File: src/rtl/ecc_pkg.sv
// ----------------------------------------------------------------------------
// ecc_pkg: shared types and constants of the epoch calendar clock
// Command codes, sequencer states and calendar constants.
// ----------------------------------------------------------------------------
package ecc_pkg;

   localparam logic [1:0] CMD_TICK    = 2'd0;
   localparam logic [1:0] CMD_SET     = 2'd1;
   localparam logic [1:0] CMD_GET     = 2'd2;
   localparam logic [1:0] CMD_ELAPSED = 2'd3;

   localparam logic [31:0] SECS_LEAP_YEAR = 32'd31622400;
   localparam logic [31:0] SECS_YEAR      = 32'd31536000;
   localparam logic [31:0] SECS_DAY       = 32'd86400;
   localparam logic [31:0] SECS_HOUR      = 32'd3600;
   localparam logic [31:0] SECS_MINUTE    = 32'd60;
   localparam logic [11:0] YEAR_FIRST     = 12'd1970;
   localparam logic [11:0] YEAR_LAST      = 12'd2099;

   // reciprocals: (x >> 7) * DAY_RECIP >> 35 is x / 86400 for any 32-bit x,
   // x * HOUR_RECIP >> 29 is x / 3600 below 2^17, x * MINUTE_RECIP >> 18 is
   // x / 60 below 2^12
   localparam logic [50:0] DAY_RECIP    = 51'd50903317;
   localparam logic [34:0] HOUR_RECIP   = 35'd149131;
   localparam logic [24:0] MINUTE_RECIP = 25'd4370;

   typedef enum logic [3:0] {
      ST_IDLE,
      ST_YEAR_ENC,
      ST_MONTH_ENC,
      ST_DAY_ENC,
      ST_HOUR_ENC,
      ST_MIN_ENC,
      ST_TIME_ENC,
      ST_DAY_DEC,
      ST_DAY_REM,
      ST_YEAR_DEC,
      ST_MONTH_DEC,
      ST_HOUR_DEC,
      ST_HOUR_REM,
      ST_MIN_DEC,
      ST_MIN_REM,
      ST_DONE
   } state_type;

   typedef struct packed {
      logic        ok;
      logic [11:0] out_year;
      logic [3:0]  out_month;
      logic [4:0]  out_day;
      logic [4:0]  out_hour;
      logic [5:0]  out_minute;
      logic [5:0]  out_second;
      logic [2:0]  weekday;
      logic [31:0] elapsed;
   } rsp_type;

   typedef struct packed {
      logic [1:0]  cmd;
      logic [11:0] year;
      logic [3:0]  month;
      logic [4:0]  day;
      logic [4:0]  hour;
      logic [5:0]  minute;
      logic [5:0]  second;
   } req_type;

   function automatic logic is_leap(input logic [11:0] y);
      logic d100;
      logic d400;
      d100 = (y == 12'd1800) || (y == 12'd1900) || (y == 12'd2100) ||
             (y == 12'd2200) || (y == 12'd2300) || (y == 12'd2500) ||
             (y == 12'd2600) || (y == 12'd2700);
      d400 = (y == 12'd2000) || (y == 12'd2400) || (y == 12'd1600);
      return (y[1:0] == 2'b00) && (!d100 || d400);
   endfunction

   function automatic logic [4:0] month_days(input logic [3:0] m, input logic lp);
      logic [4:0] r;
      case (m)
         4'd1:    r = lp ? 5'd29 : 5'd28;
         4'd3, 4'd5, 4'd8, 4'd10: r = 5'd30;
         default: r = 5'd31;
      endcase
      return r;
   endfunction

   // reduce a value below 49 to its remainder modulo 7
   function automatic logic [2:0] mod7_small(input logic [5:0] v);
      logic [5:0] r;
      r = v;
      if (r >= 6'd28) r = r - 6'd28;
      if (r >= 6'd14) r = r - 6'd14;
      if (r >= 6'd7)  r = r - 6'd7;
      return r[2:0];
   endfunction

endpackage

File: src/rtl/ecc_if.sv
// ----------------------------------------------------------------------------
// ecc_if: valid/ready stream interface
// Carries one payload of a generic packed type.
// ----------------------------------------------------------------------------
interface ecc_if #(parameter type payload_type = logic) ();
   logic        valid;
   logic        ready;
   payload_type data;
   modport source (output valid, output data, input ready);
   modport sink (input valid, input data, output ready);
endinterface

File: src/rtl/ecc_alu.sv
// ----------------------------------------------------------------------------
// ecc_alu: shared add/subtract and compare unit
// Computes a + b or a - b and flags a >= b on 32-bit operands.
// ----------------------------------------------------------------------------
module ecc_alu (
   input  logic        sub,
   input  logic [31:0] a,
   input  logic [31:0] b,
   output logic [31:0] y,
   output logic        ge
);
   logic [32:0] diff;
   assign diff = {1'b0, a} - {1'b0, b};
   assign ge   = !diff[32];
   assign y    = sub ? diff[31:0] : a + b;
endmodule

File: src/rtl/ecc_seq.sv
// ----------------------------------------------------------------------------
// ecc_seq: conversion sequencer
// Steps through years, months and time units with the shared unit.
// ----------------------------------------------------------------------------
module ecc_seq (
   input  logic              clock,
   input  logic              reset,
   input  logic              start,
   input  ecc_pkg::req_type  req,
   input  logic              rsp_taken,
   output logic              busy,
   output logic              done,
   output ecc_pkg::rsp_type  rsp
);
   import ecc_pkg::*;

   state_type   state_ff, state_in;
   req_type     req_ff, req_in;
   logic [31:0] count_ff, count_in;
   logic [31:0] acc_ff, acc_in;
   logic [11:0] yr_ff, yr_in;
   logic [3:0]  mo_ff, mo_in;
   logic [4:0]  hr_ff, hr_in;
   logic [5:0]  mi_ff, mi_in;
   logic [19:0] days_ff, days_in;
   logic [2:0]  wd_ff, wd_in;
   rsp_type     rsp_ff, rsp_in;

   logic        alu_sub, alu_ge;
   logic [31:0] alu_a, alu_b, alu_y;
   logic        valid_date;
   logic [31:0] mlen;
   logic [50:0] day_prod;
   logic [34:0] hour_prod;
   logic [24:0] min_prod;

   ecc_alu u_alu (.sub(alu_sub), .a(alu_a), .b(alu_b), .y(alu_y), .ge(alu_ge));

   assign valid_date = (req.year >= YEAR_FIRST) && (req.year <= YEAR_LAST) &&
                       (req.month >= 4'd1) && (req.month <= 4'd12);

   assign day_prod  = {26'd0, acc_ff[31:7]} * DAY_RECIP;
   assign hour_prod = {18'd0, acc_ff[16:0]} * HOUR_RECIP;
   assign min_prod  = {13'd0, acc_ff[11:0]} * MINUTE_RECIP;

   always_comb begin
      mlen = {27'd0, month_days(mo_ff, is_leap(yr_ff))};
      if (state_ff == ST_MONTH_ENC) begin
         mlen = {27'd0, month_days(mo_ff, is_leap(req_ff.year))};
      end
   end

   always_comb begin
      alu_sub = 1'b0;
      alu_a   = acc_ff;
      alu_b   = 32'd0;
      unique case (state_ff)
         ST_YEAR_ENC:  alu_b = is_leap(yr_ff) ? SECS_LEAP_YEAR : SECS_YEAR;
         ST_MONTH_ENC: alu_b = mlen * SECS_DAY;
         ST_DAY_ENC:   alu_b = ({27'd0, req_ff.day} - 32'd1) * SECS_DAY;
         ST_HOUR_ENC:  alu_b = {27'd0, req_ff.hour} * SECS_HOUR;
         ST_MIN_ENC:
            alu_b = {26'd0, req_ff.minute} * SECS_MINUTE + {26'd0, req_ff.second};
         ST_TIME_ENC: begin alu_sub = 1'b1; alu_a = count_ff; alu_b = acc_ff; end
         ST_DAY_REM:  begin alu_sub = 1'b1; alu_b = {12'd0, days_ff} * SECS_DAY; end
         ST_YEAR_DEC: begin
            alu_sub = 1'b1;
            alu_a = {12'd0, days_ff};
            alu_b = is_leap(yr_ff) ? 32'd366 : 32'd365;
         end
         ST_MONTH_DEC: begin alu_sub = 1'b1; alu_a = {12'd0, days_ff}; alu_b = mlen; end
         ST_HOUR_REM:  begin alu_sub = 1'b1; alu_b = {27'd0, hr_ff} * SECS_HOUR; end
         ST_MIN_REM:   begin alu_sub = 1'b1; alu_b = {26'd0, mi_ff} * SECS_MINUTE; end
         default: ;
      endcase
   end

   always_comb begin
      state_in = state_ff;
      unique case (state_ff)
         ST_IDLE: if (start) begin
            if (req.cmd == CMD_GET) state_in = ST_DAY_DEC;
            else if (req.cmd != CMD_TICK && valid_date) state_in = ST_YEAR_ENC;
            else if (req.cmd != CMD_TICK) state_in = ST_DONE;
         end
         ST_YEAR_ENC:  if (yr_ff == req_ff.year) state_in = ST_MONTH_ENC;
         ST_MONTH_ENC: if (mo_ff + 4'd1 == req_ff.month) state_in = ST_DAY_ENC;
         ST_DAY_ENC:   state_in = ST_HOUR_ENC;
         ST_HOUR_ENC:  state_in = ST_MIN_ENC;
         ST_MIN_ENC:   state_in = ST_TIME_ENC;
         ST_TIME_ENC:  state_in = ST_DONE;
         ST_DAY_DEC:   state_in = ST_DAY_REM;
         ST_DAY_REM:   state_in = ST_YEAR_DEC;
         ST_YEAR_DEC:  if (!alu_ge) state_in = ST_MONTH_DEC;
         ST_MONTH_DEC: if (!alu_ge || mo_ff == 4'd11) state_in = ST_HOUR_DEC;
         ST_HOUR_DEC:  state_in = ST_HOUR_REM;
         ST_HOUR_REM:  state_in = ST_MIN_DEC;
         ST_MIN_DEC:   state_in = ST_MIN_REM;
         ST_MIN_REM:   state_in = ST_DONE;
         ST_DONE:      if (rsp_taken) state_in = ST_IDLE;
         default:      state_in = ST_IDLE;
      endcase
   end

   always_comb begin
      req_in = req_ff; count_in = count_ff; acc_in = acc_ff; yr_in = yr_ff;
      mo_in = mo_ff; hr_in = hr_ff; mi_in = mi_ff; days_in = days_ff;
      wd_in = wd_ff; rsp_in = rsp_ff;
      unique case (state_ff)
         ST_IDLE: if (start) begin
            req_in = req; acc_in = 32'd0; yr_in = YEAR_FIRST; mo_in = 4'd0;
            hr_in = 5'd0; mi_in = 6'd0; days_in = 20'd0; rsp_in = '0;
            wd_in = 3'd4;
            if (req.cmd == CMD_TICK) count_in = count_ff + 32'd1;
            if (req.cmd == CMD_GET) acc_in = count_ff;
         end
         ST_YEAR_ENC: if (yr_ff != req_ff.year) begin
            acc_in = alu_y; yr_in = yr_ff + 12'd1;
         end
         ST_MONTH_ENC: if (mo_ff + 4'd1 != req_ff.month) begin
            acc_in = alu_y; mo_in = mo_ff + 4'd1;
         end
         ST_DAY_ENC, ST_HOUR_ENC, ST_MIN_ENC: acc_in = alu_y;
         ST_TIME_ENC: begin
            rsp_in.ok = 1'b1;
            if (req_ff.cmd == CMD_ELAPSED) rsp_in.elapsed = alu_y;
            else count_in = acc_ff;
         end
         ST_DAY_DEC: days_in = {4'd0, day_prod[50:35]};
         ST_DAY_REM: acc_in = alu_y;
         ST_YEAR_DEC: if (alu_ge) begin
            days_in = alu_y[19:0]; yr_in = yr_ff + 12'd1;
            wd_in = mod7_small({3'd0, wd_ff} + (is_leap(yr_ff) ? 6'd2 : 6'd1));
         end
         ST_MONTH_DEC: if (alu_ge && mo_ff != 4'd11) begin
            days_in = alu_y[19:0]; mo_in = mo_ff + 4'd1;
            wd_in = mod7_small({3'd0, wd_ff} + {1'b0, mlen[4:0]});
         end
         ST_HOUR_DEC: hr_in = hour_prod[33:29];
         ST_HOUR_REM: acc_in = alu_y;
         ST_MIN_DEC:  mi_in = min_prod[23:18];
         ST_MIN_REM: begin
            rsp_in.ok = 1'b1; rsp_in.out_year = yr_ff; rsp_in.out_month = mo_ff + 4'd1;
            rsp_in.out_day = days_ff[4:0] + 5'd1; rsp_in.out_hour = hr_ff;
            rsp_in.out_minute = mi_ff; rsp_in.out_second = alu_y[5:0];
            rsp_in.weekday = mod7_small({3'd0, wd_ff} + {1'b0, days_ff[4:0]});
         end
         default: ;
      endcase
   end

   always_ff @(posedge clock) begin
      if (reset) begin
         state_ff <= ST_IDLE;
         count_ff <= 32'd0;
      end else begin
         state_ff <= state_in;
         count_ff <= count_in;
      end
      req_ff <= req_in; acc_ff <= acc_in; yr_ff <= yr_in; mo_ff <= mo_in;
      hr_ff <= hr_in; mi_ff <= mi_in; days_ff <= days_in; wd_ff <= wd_in;
      rsp_ff <= rsp_in;
   end

   assign busy = state_ff != ST_IDLE;
   assign done = state_ff == ST_DONE;
   assign rsp  = rsp_ff;
endmodule

File: src/rtl/epoch_calendar_clock.sv
// ----------------------------------------------------------------------------
// epoch_calendar_clock: seconds counter with calendar conversion
// Top level; couples the request and response channels to the sequencer.
// ----------------------------------------------------------------------------
// Usage: req carries a command and a date; rsp returns one transaction for
// set, get and elapsed, none for tick. A tick is applied at its accepting
// edge and the next transaction can follow at the next edge.
// Set and elapsed walk one year per cycle from 1970 and one month per cycle
// in the shared unit, then add the day, hour and minute terms; an invalid
// date goes straight to the response.
// Get splits the counter into days and seconds by reciprocal multiplication,
// walks years (up to 2106) and months one per cycle, then splits hours and
// minutes.
// One transaction is in flight at a time: the block is ready only when idle,
// so the next request is accepted only after the response has been taken
// and the sequencer has returned to idle.
// Reset clears the counter to 1970-01-01 00:00:00 and idles the sequencer.
// A stalled receiver holds the response and the block stays not ready.
// ----------------------------------------------------------------------------
module epoch_calendar_clock (
   input logic clock,
   input logic reset,
   ecc_if.sink   req,
   ecc_if.source rsp
);
   import ecc_pkg::*;

   logic busy, done;
   rsp_type result;

   assign req.ready = !busy;

   ecc_seq u_seq (
      .clock(clock), .reset(reset), .start(req.valid && !busy), .req(req.data),
      .rsp_taken(rsp.ready), .busy(busy), .done(done), .rsp(result)
   );

   assign rsp.valid = done;
   assign rsp.data  = result;
endmodule

File: src/flat_wrapper.sv
// flat-port wrapper written by rule: the top's interface ports become plain ports
module epoch_calendar_clock_flat import ecc_pkg::*;
  (clock, reset, req_valid, req_data, req_ready, rsp_valid, rsp_data, rsp_ready);
  ecc_if #(.payload_type(req_type)) req_i ();
  ecc_if #(.payload_type(rsp_type)) rsp_i ();
  input logic clock;
  input logic reset;
  input wire logic [$bits(req_i.valid)-1:0] req_valid;
  input wire logic [$bits(req_i.data)-1:0] req_data;
  output wire logic [$bits(req_i.ready)-1:0] req_ready;
  output wire logic [$bits(rsp_i.valid)-1:0] rsp_valid;
  output wire logic [$bits(rsp_i.data)-1:0] rsp_data;
  input wire logic [$bits(rsp_i.ready)-1:0] rsp_ready;
  assign req_i.valid = req_valid;
  assign req_i.data = req_data;
  assign req_ready = req_i.ready;
  assign rsp_valid = rsp_i.valid;
  assign rsp_data = rsp_i.data;
  assign rsp_i.ready = rsp_ready;
  epoch_calendar_clock u_core (.clock(clock), .reset(reset), .req(req_i), .rsp(rsp_i));
endmodule
File: config.mk
export PLATFORM = sky130hd
export DESIGN_NAME = epoch_calendar_clock_flat
export DESIGN_NICKNAME = d
export VERILOG_FILES = /design/src/rtl/ecc_pkg.sv /design/src/rtl/ecc_if.sv /design/src/rtl/ecc_alu.sv /design/src/rtl/ecc_seq.sv /design/src/rtl/epoch_calendar_clock.sv /design/src/flat_wrapper.sv
export SDC_FILE = /design/constraint.sdc
export NUM_CORES = 2
export LEC_CHECK = 0
export BUFFER_PORTS_ARGS = -buffer_cell sky130_fd_sc_hd__buf_2
export CORE_UTILIZATION = 58
export DETAILED_ROUTE_END_ITERATION = 8
export PLACE_DENSITY = 0.74
export SLEW_MARGIN = 20
export SYNTH_ARGS = -nofsm -noshare
export SYNTH_HDL_FRONTEND = slang
export SYNTH_SLANG_ARGS = --single-unit
File: constraint.sdc
create_clock -name clock -period 8.6 [get_ports clock]
set_input_delay 1.72 -clock clock [delete_from_list [all_inputs] [get_ports clock]]
set_output_delay 1.72 -clock clock [all_outputs]
set_load 0.01 [all_outputs]
### Word-level counts from Yosys, hierarchy flattened

Cells that the tools add are included.

* bits in writable memories: 0
* bits in latches: 0
* memory bits (read-only): 0
* logic and storage cells: 274
* register bits after elaboration: 232
* memories kept: 0
* output and inout port bits: 76

* add/subtract/negate cells: 20
* div/mod/pow operators: 0
* shift-type cells: 0
* equal/unequal tests: 64
* muxes and demuxes: 75
* reduce and logical (&&, ||, !) cells: 67
* multiply operators: 10
* order comparisons: 13
* bitwise operators: 0

Operators with widths (number)
* case mux 32 bit (11 select lines): 1
* 2-to-1 mux 32 bit: 9
* case mux 32 bit (2 select lines): 3
* equality test 12 bit, second input constant: 14
* case mux 32 bit (4 select lines): 1
* 2-to-1 mux 6 bit: 17
* equality test 12 x 11 -> 1 bit, second input constant: 8
* case mux 41 bit (2 select lines): 1
* case mux 20 bit (4 select lines): 1
* 2-to-1 mux 74 bit: 1
* multiplier 32 x 10 -> 25 bit, second input constant: 2
* 2-to-1 mux 20 bit: 3
* case mux 4 bit (15 select lines): 1
* multiplier 25 x 26 -> 51 bit, second input constant: 1
* 2-to-1 mux 4 bit: 12
* equality test 4 bit, second input constant: 11
* 2-to-1 mux 12 bit: 3
* case mux 12 bit (3 select lines): 1
* multiplier 17 x 18 -> 34 bit, second input constant: 1
* subtractor 32 x 32 -> 33 bit: 1
* adder 32 x 1 -> 32 bit, second input constant: 1
* adder 32 bit: 1
* multiplier 5 x 8 -> 13 bit, second input constant: 2
* multiplier 20 x 10 -> 25 bit, second input constant: 1
* other kinds (59): 152

### Longest topological paths before layout

* depth in word-level cells: 29
* gate-level depth with buffers: 33

### Cells and area by module

A second synthesis with hierarchy kept.

* cells, all modules: 4083
* area total of the unflattened synthesis: 37548.5 um2

Modules (own cells, without submodules)
* ecc_seq: seq. area each 6606.3 um2, cells each 3524, area an instance 33942.6 um2, times used 1
* ecc_alu: seq. area each 0.0 um2, cells each 557, area an instance 3595.9 um2, times used 1
* epoch_calendar_clock: seq. area each 0.0 um2, cells each 2, area an instance 10.0 um2, times used 1

### Worst setup path before layout

OpenSTA, ideal clock, no wires.

* path kind: reg-to-reg
* from: register u_core.u_seq.req_ff[17] in the netlist's numbering
* to: register u_core.u_seq.days_ff[0] (enable)
* arrival time: 7968 ps
* path buffers: 3
* required time: 8178 ps
* library setup time: 422 ps
* stages on the path, launching flop included: 32
* setup slack: 210 ps
* cell sequence: edfxtp_1 nor3_1 and2_1 clkbuf_1 inv_1 clkbuf_1 fa_1 xnor2_1 xnor2_1 ha_1 inv_1 fa_1 inv_1 ha_1 a21o_1 a21oi_1 o21ai_1 a21oi_1 o21bai_1 xor2_1 a221oi_1 ha_1 clkbuf_1 nand2_1 nor4_1 o211ai_1 a21oi_1 o2111ai_1 a21oi_1 a211o_1 a21oi_1 nor3_1

* word-level cells in the longest chain between the ends: 8

RTL lines
* start: declaration: line ecc_seq.sv:18 `req_type req_ff, req_in;`
* start signal: assignment: line ecc_seq.sv:160 `req_ff <= req_in; acc_ff <= acc_in; yr_ff <= yr_in; mo_ff <= mo_in;`
* subtractor 5 x 1 -> 6 bit *: line ecc_seq.sv:60 `ST_DAY_ENC: alu_b = ({27'd0, req_ff.day} - 32'd1) * SECS_DAY;`
* multiplier 32 x 10 -> 25 bit *: line ecc_seq.sv:60
* case mux 32 bit (11 select lines) *: line ecc_seq.sv:57 `unique case (state_ff)`
* subtractor 32 x 32 -> 33 bit *: line ecc_alu.sv:13 `assign diff = {1'b0, a} - {1'b0, b};`
* zero test 1 bit: line ecc_alu.sv:14 `assign ge = !diff[32];`
* logical AND 1 bit: line ecc_seq.sv:135 `ST_MONTH_DEC: if (alu_ge && mo_ff != 4'd11) begin`
* inequality test 2 bit (no source line)
* AND reduction 4 bit (no source line) *
* end signal: assignment: line ecc_seq.sv:161 `hr_ff <= hr_in; mi_ff <= mi_in; days_ff <= days_in; wd_ff <= wd_in;`
* end: declaration: line ecc_seq.sv:25 `logic [19:0] days_ff, days_in;`

Mark *: on every way between the ends. The rest lies on a longest branch, timed or not.
A chain may end at the register's enable or synchronous reset.

### Worst setup path after layout

* from: register u_core.u_seq.req_ff[17] in the netlist's numbering
* to: register u_core.u_seq.days_ff[15] (enable)

The elaborated chain is that of the path after synthesis.

==> flow_metrics.py <==
metrics = {
    "sta": {
        "hold_viol_final": 0,
        "final_max_slew_viol_count": 0,
        "slew_headroom_pct": 16.3,
        "rsz0062_at_grt": "no",
        "fin_skew_ns": 0.0344,
        "min_period_ns": 8.14,
        "tightestPinTransition_ns": 1.25,
        "fin_setup_tns_ns": 0,
        "setup_viol": 0,
        "max_freq_mhz": 123,
        "finalCritPeriodShare_pct": 94.7,
    },
    "route": {
        "routed_wl_um": 107000,
        "route.detailed.drc": 0,
        "ant_nets": 0,
        "drt_first_pass_iters": 7,
        "wl_per_cell_um": 21.7,
        "vias_per_cell": 6.10,
        "num_vias": 30000,
        "first_iter_violations": 2987,
    },
    "setup_path": {
        "r2r_slack_ns": 0.46,
        "rr_endpoint": "u_core.u_seq.days_ff[15]",
        "cp_common_cell": "a21oi_1",
        "slowest_stage": "fa_1",
        "crit_family": "compound AO/OA/AOI/OAI gates",
        "reg2reg_depth": 32,
        "rr_startpoint": "u_core.u_seq.req_ff[17]",
        "crit_required_ns": 8.84,
        "critPathArrivalTime_ns": 8.38,
        "crit_fanout": 20,
        "cp-start-kind": "register",
        "critPathKind": "register to register",
        "slowest_delay_ns": 0.59,
        "crit_path_end_kind": "register",
        "path_buf_inv": 5,
    },
    "final_layout": {
        "fillCellCount": 5361,
        "seq_area_um2": 6610,
        "areaGrowthSynthToFinish_pct": 6.87,
        "diodes": 0,
        "mostFrequentLayoutCell": "ha_1",
        "drive_gt1_share_pct": 6.33,
        "layout_common_cells": "ha_1, inv_1, fa_1",
        "nets": 5194,
        "multi_input_area_um2": 27400,
    },
    "die": {
        "core-area_um2": 63000,
        "start_util_pct": 58.7,
        "rows": 92,
        "dieArea_um2": 64700,
        "die_w_um": 254,
        "io_pins": 120,
        "fp.dieH_um": 254,
    },
    "yosys": {
        "yosys_warnings": 0,
        "synth.avg_cell_area_um2": 9.31,
        "synth_edf_count": 196,
        "synthArstFlopShare_pct": 0,
        "yosysUniqueCellTypes": 92,
        "synth_cells": 3966,
        "ys_ff_latch": 232,
        "syn_nets": 5104,
        "synthesis.area_um2": 36900,
        "ys_seq_area_share_pct": 17.9,
        "synth_ff_type": "edfxtp_1",
    },
    "clock_network": {
        "cts_tree": "done",
        "path_clk_slew_ns": 0.07,
        "cts_buffers": 26,
        "cts_buffer_depth": 3,
        "cts_hold_buf": 0,
        "clock_latency_ns": 0.59,
        "cts_setup_buffers": 0,
        "root_buffer": "clkbuf_16",
        "cts_resized": 0,
        "htreeDepth": 1,
        "cts_sinks": 232,
    },
    "grt": {
        "gr-usage-all-layers_pct": 33.2,
        "overflow": 0,
        "grt_pass1_wl_um": 165000,
        "antenna_found_initial": 3,
        "first_global_vias": 29500,
        "grt_max_degree": 94,
    },
    "placed_design": {
        "dp_hpwl_um": 86600,
        "io_buffer_count": 119,
        "gp_congestion": 1.02,
    },
    "flow_run": {
        "cap_violations": 0,
    },
    "worst_hold_path": {
        "hp-class": "register to register",
        "hold_depth": 2,
        "min_to": "u_core.u_seq.count_ff[16]",
        "min_from": "u_core.u_seq.count_ff[16]",
    },
    "run_status": {
        "status": "completed",
    },
}
-- cell families after synthesis --
logic type               Yosys count  synth area share (%)
AND/OR/NAND/NOR                  871                  11.4
adder cells (fa/ha/maj)         1094                  43.9
AO/OA/AOI/OAI                    790                  14.1
multiplexers                      20                 0.552
XOR/XNOR                         172                  4.08
buffers and inverters            787                  8.09
flip-flops                       232                  17.9
-- worst min-delay path, cell delays in order, from the launching register on --
cell	delay, ns
dfxtp_1	0.34
a21oi_1	0.12
a211oi_1	0.06
-- layer usage --
| layer | share of wire [%] | wire [um] | GRT usage, % |
|---|---|---|---|
| met1 | 40 | 43000 | 44.0 |
| met2 | 46 | 49200 | 54.2 |
| met3 | 8.9 | 9480 | 4.99 |
| met4 | 4.6 | 4910 | 13.7 |
| met5 | 0.026 | 28 | 0 |
-- Yosys cell counts (all sizes together) (35+ instances only) --
cell type  instances  area [um^2]
a211oi            44          340
a21o              67          503
a21oi            194          975
a22oi             36          270
and2              41          258
clkbuf            87          327
dfxtp             36          721
edfxtp           196         5890
fa               336         6730
ha               758         9480
inv              671         2520
nand2            226          848
nand3             98          490
nand4             35          219
nor2             245          920
nor3              48          240
o21ai            166          831
xnor2            100          876
xor2              72          631
-- per-stage QoR --
stage / hold WS (ns) / std cells / setup slack, ns / area [um^2] / utilization, %
final: 0.573 / 4920 / 0.457 / 39500 / 62.7
after global routing: 0.586 / 4920 / 0.0112 / 39500 / 62.7
after CTS: 0.562 / 4920 / 0.555 / 39500 / 62.7
after detailed placement: 0.550 / 4874 / 0.597 / 38700 / 61.4
after global placement: 0.542 / 4874 / 0.830 / 38700 / 61.4
after floorplan: 0.493 / 3966 / 0.210 / 36900 / -
-- how the worst max path moves through the flow --
stage	startpoint	to	cells after the start
5_1_grt	u_core.u_seq.req_ff[17]	u_core.u_seq.days_ff[0]	32
3_3_place_gp	u_core.u_seq.req_ff[17]	u_core.u_seq.days_ff[17]	32
2_1_floorplan	u_core.u_seq.req_ff[17]	u_core.u_seq.days_ff[0]	31
6_report	u_core.u_seq.req_ff[17]	u_core.u_seq.days_ff[15]	32
4_1_cts	u_core.u_seq.req_ff[17]	u_core.u_seq.days_ff[15]	32
3_5_place_dp	u_core.u_seq.req_ff[17]	u_core.u_seq.days_ff[17]	32
-- sequential cells by signal (all words and copies together) (netlist names) --
signal,cells
u_core.u_seq.count_ff,32
u_core.u_seq.rsp,74
u_core.u_seq.days_ff,20
u_core.u_seq.acc_ff,32
u_core.u_seq.state_ff,4
u_core.u_seq.wd_ff,3
u_core.u_seq.req_ff,40
u_core.u_seq.mo_ff,4
u_core.u_seq.yr_ff,12
u_core.u_seq.hr_ff,5
u_core.u_seq.mi_ff,6
-- cell type report --
type	instances	area share (%)
multi-input cells	2947	69.5
well taps	846	2.68
clock buffers	33	1.71
clock inverters	13	0.346
inverters	672	6.39
repair buffers	177	2.64
flip-flops and latches	232	16.7
Power is not shown: default switching activity piles up to over one toggle a cycle in this logic, so the estimate is an artifact.
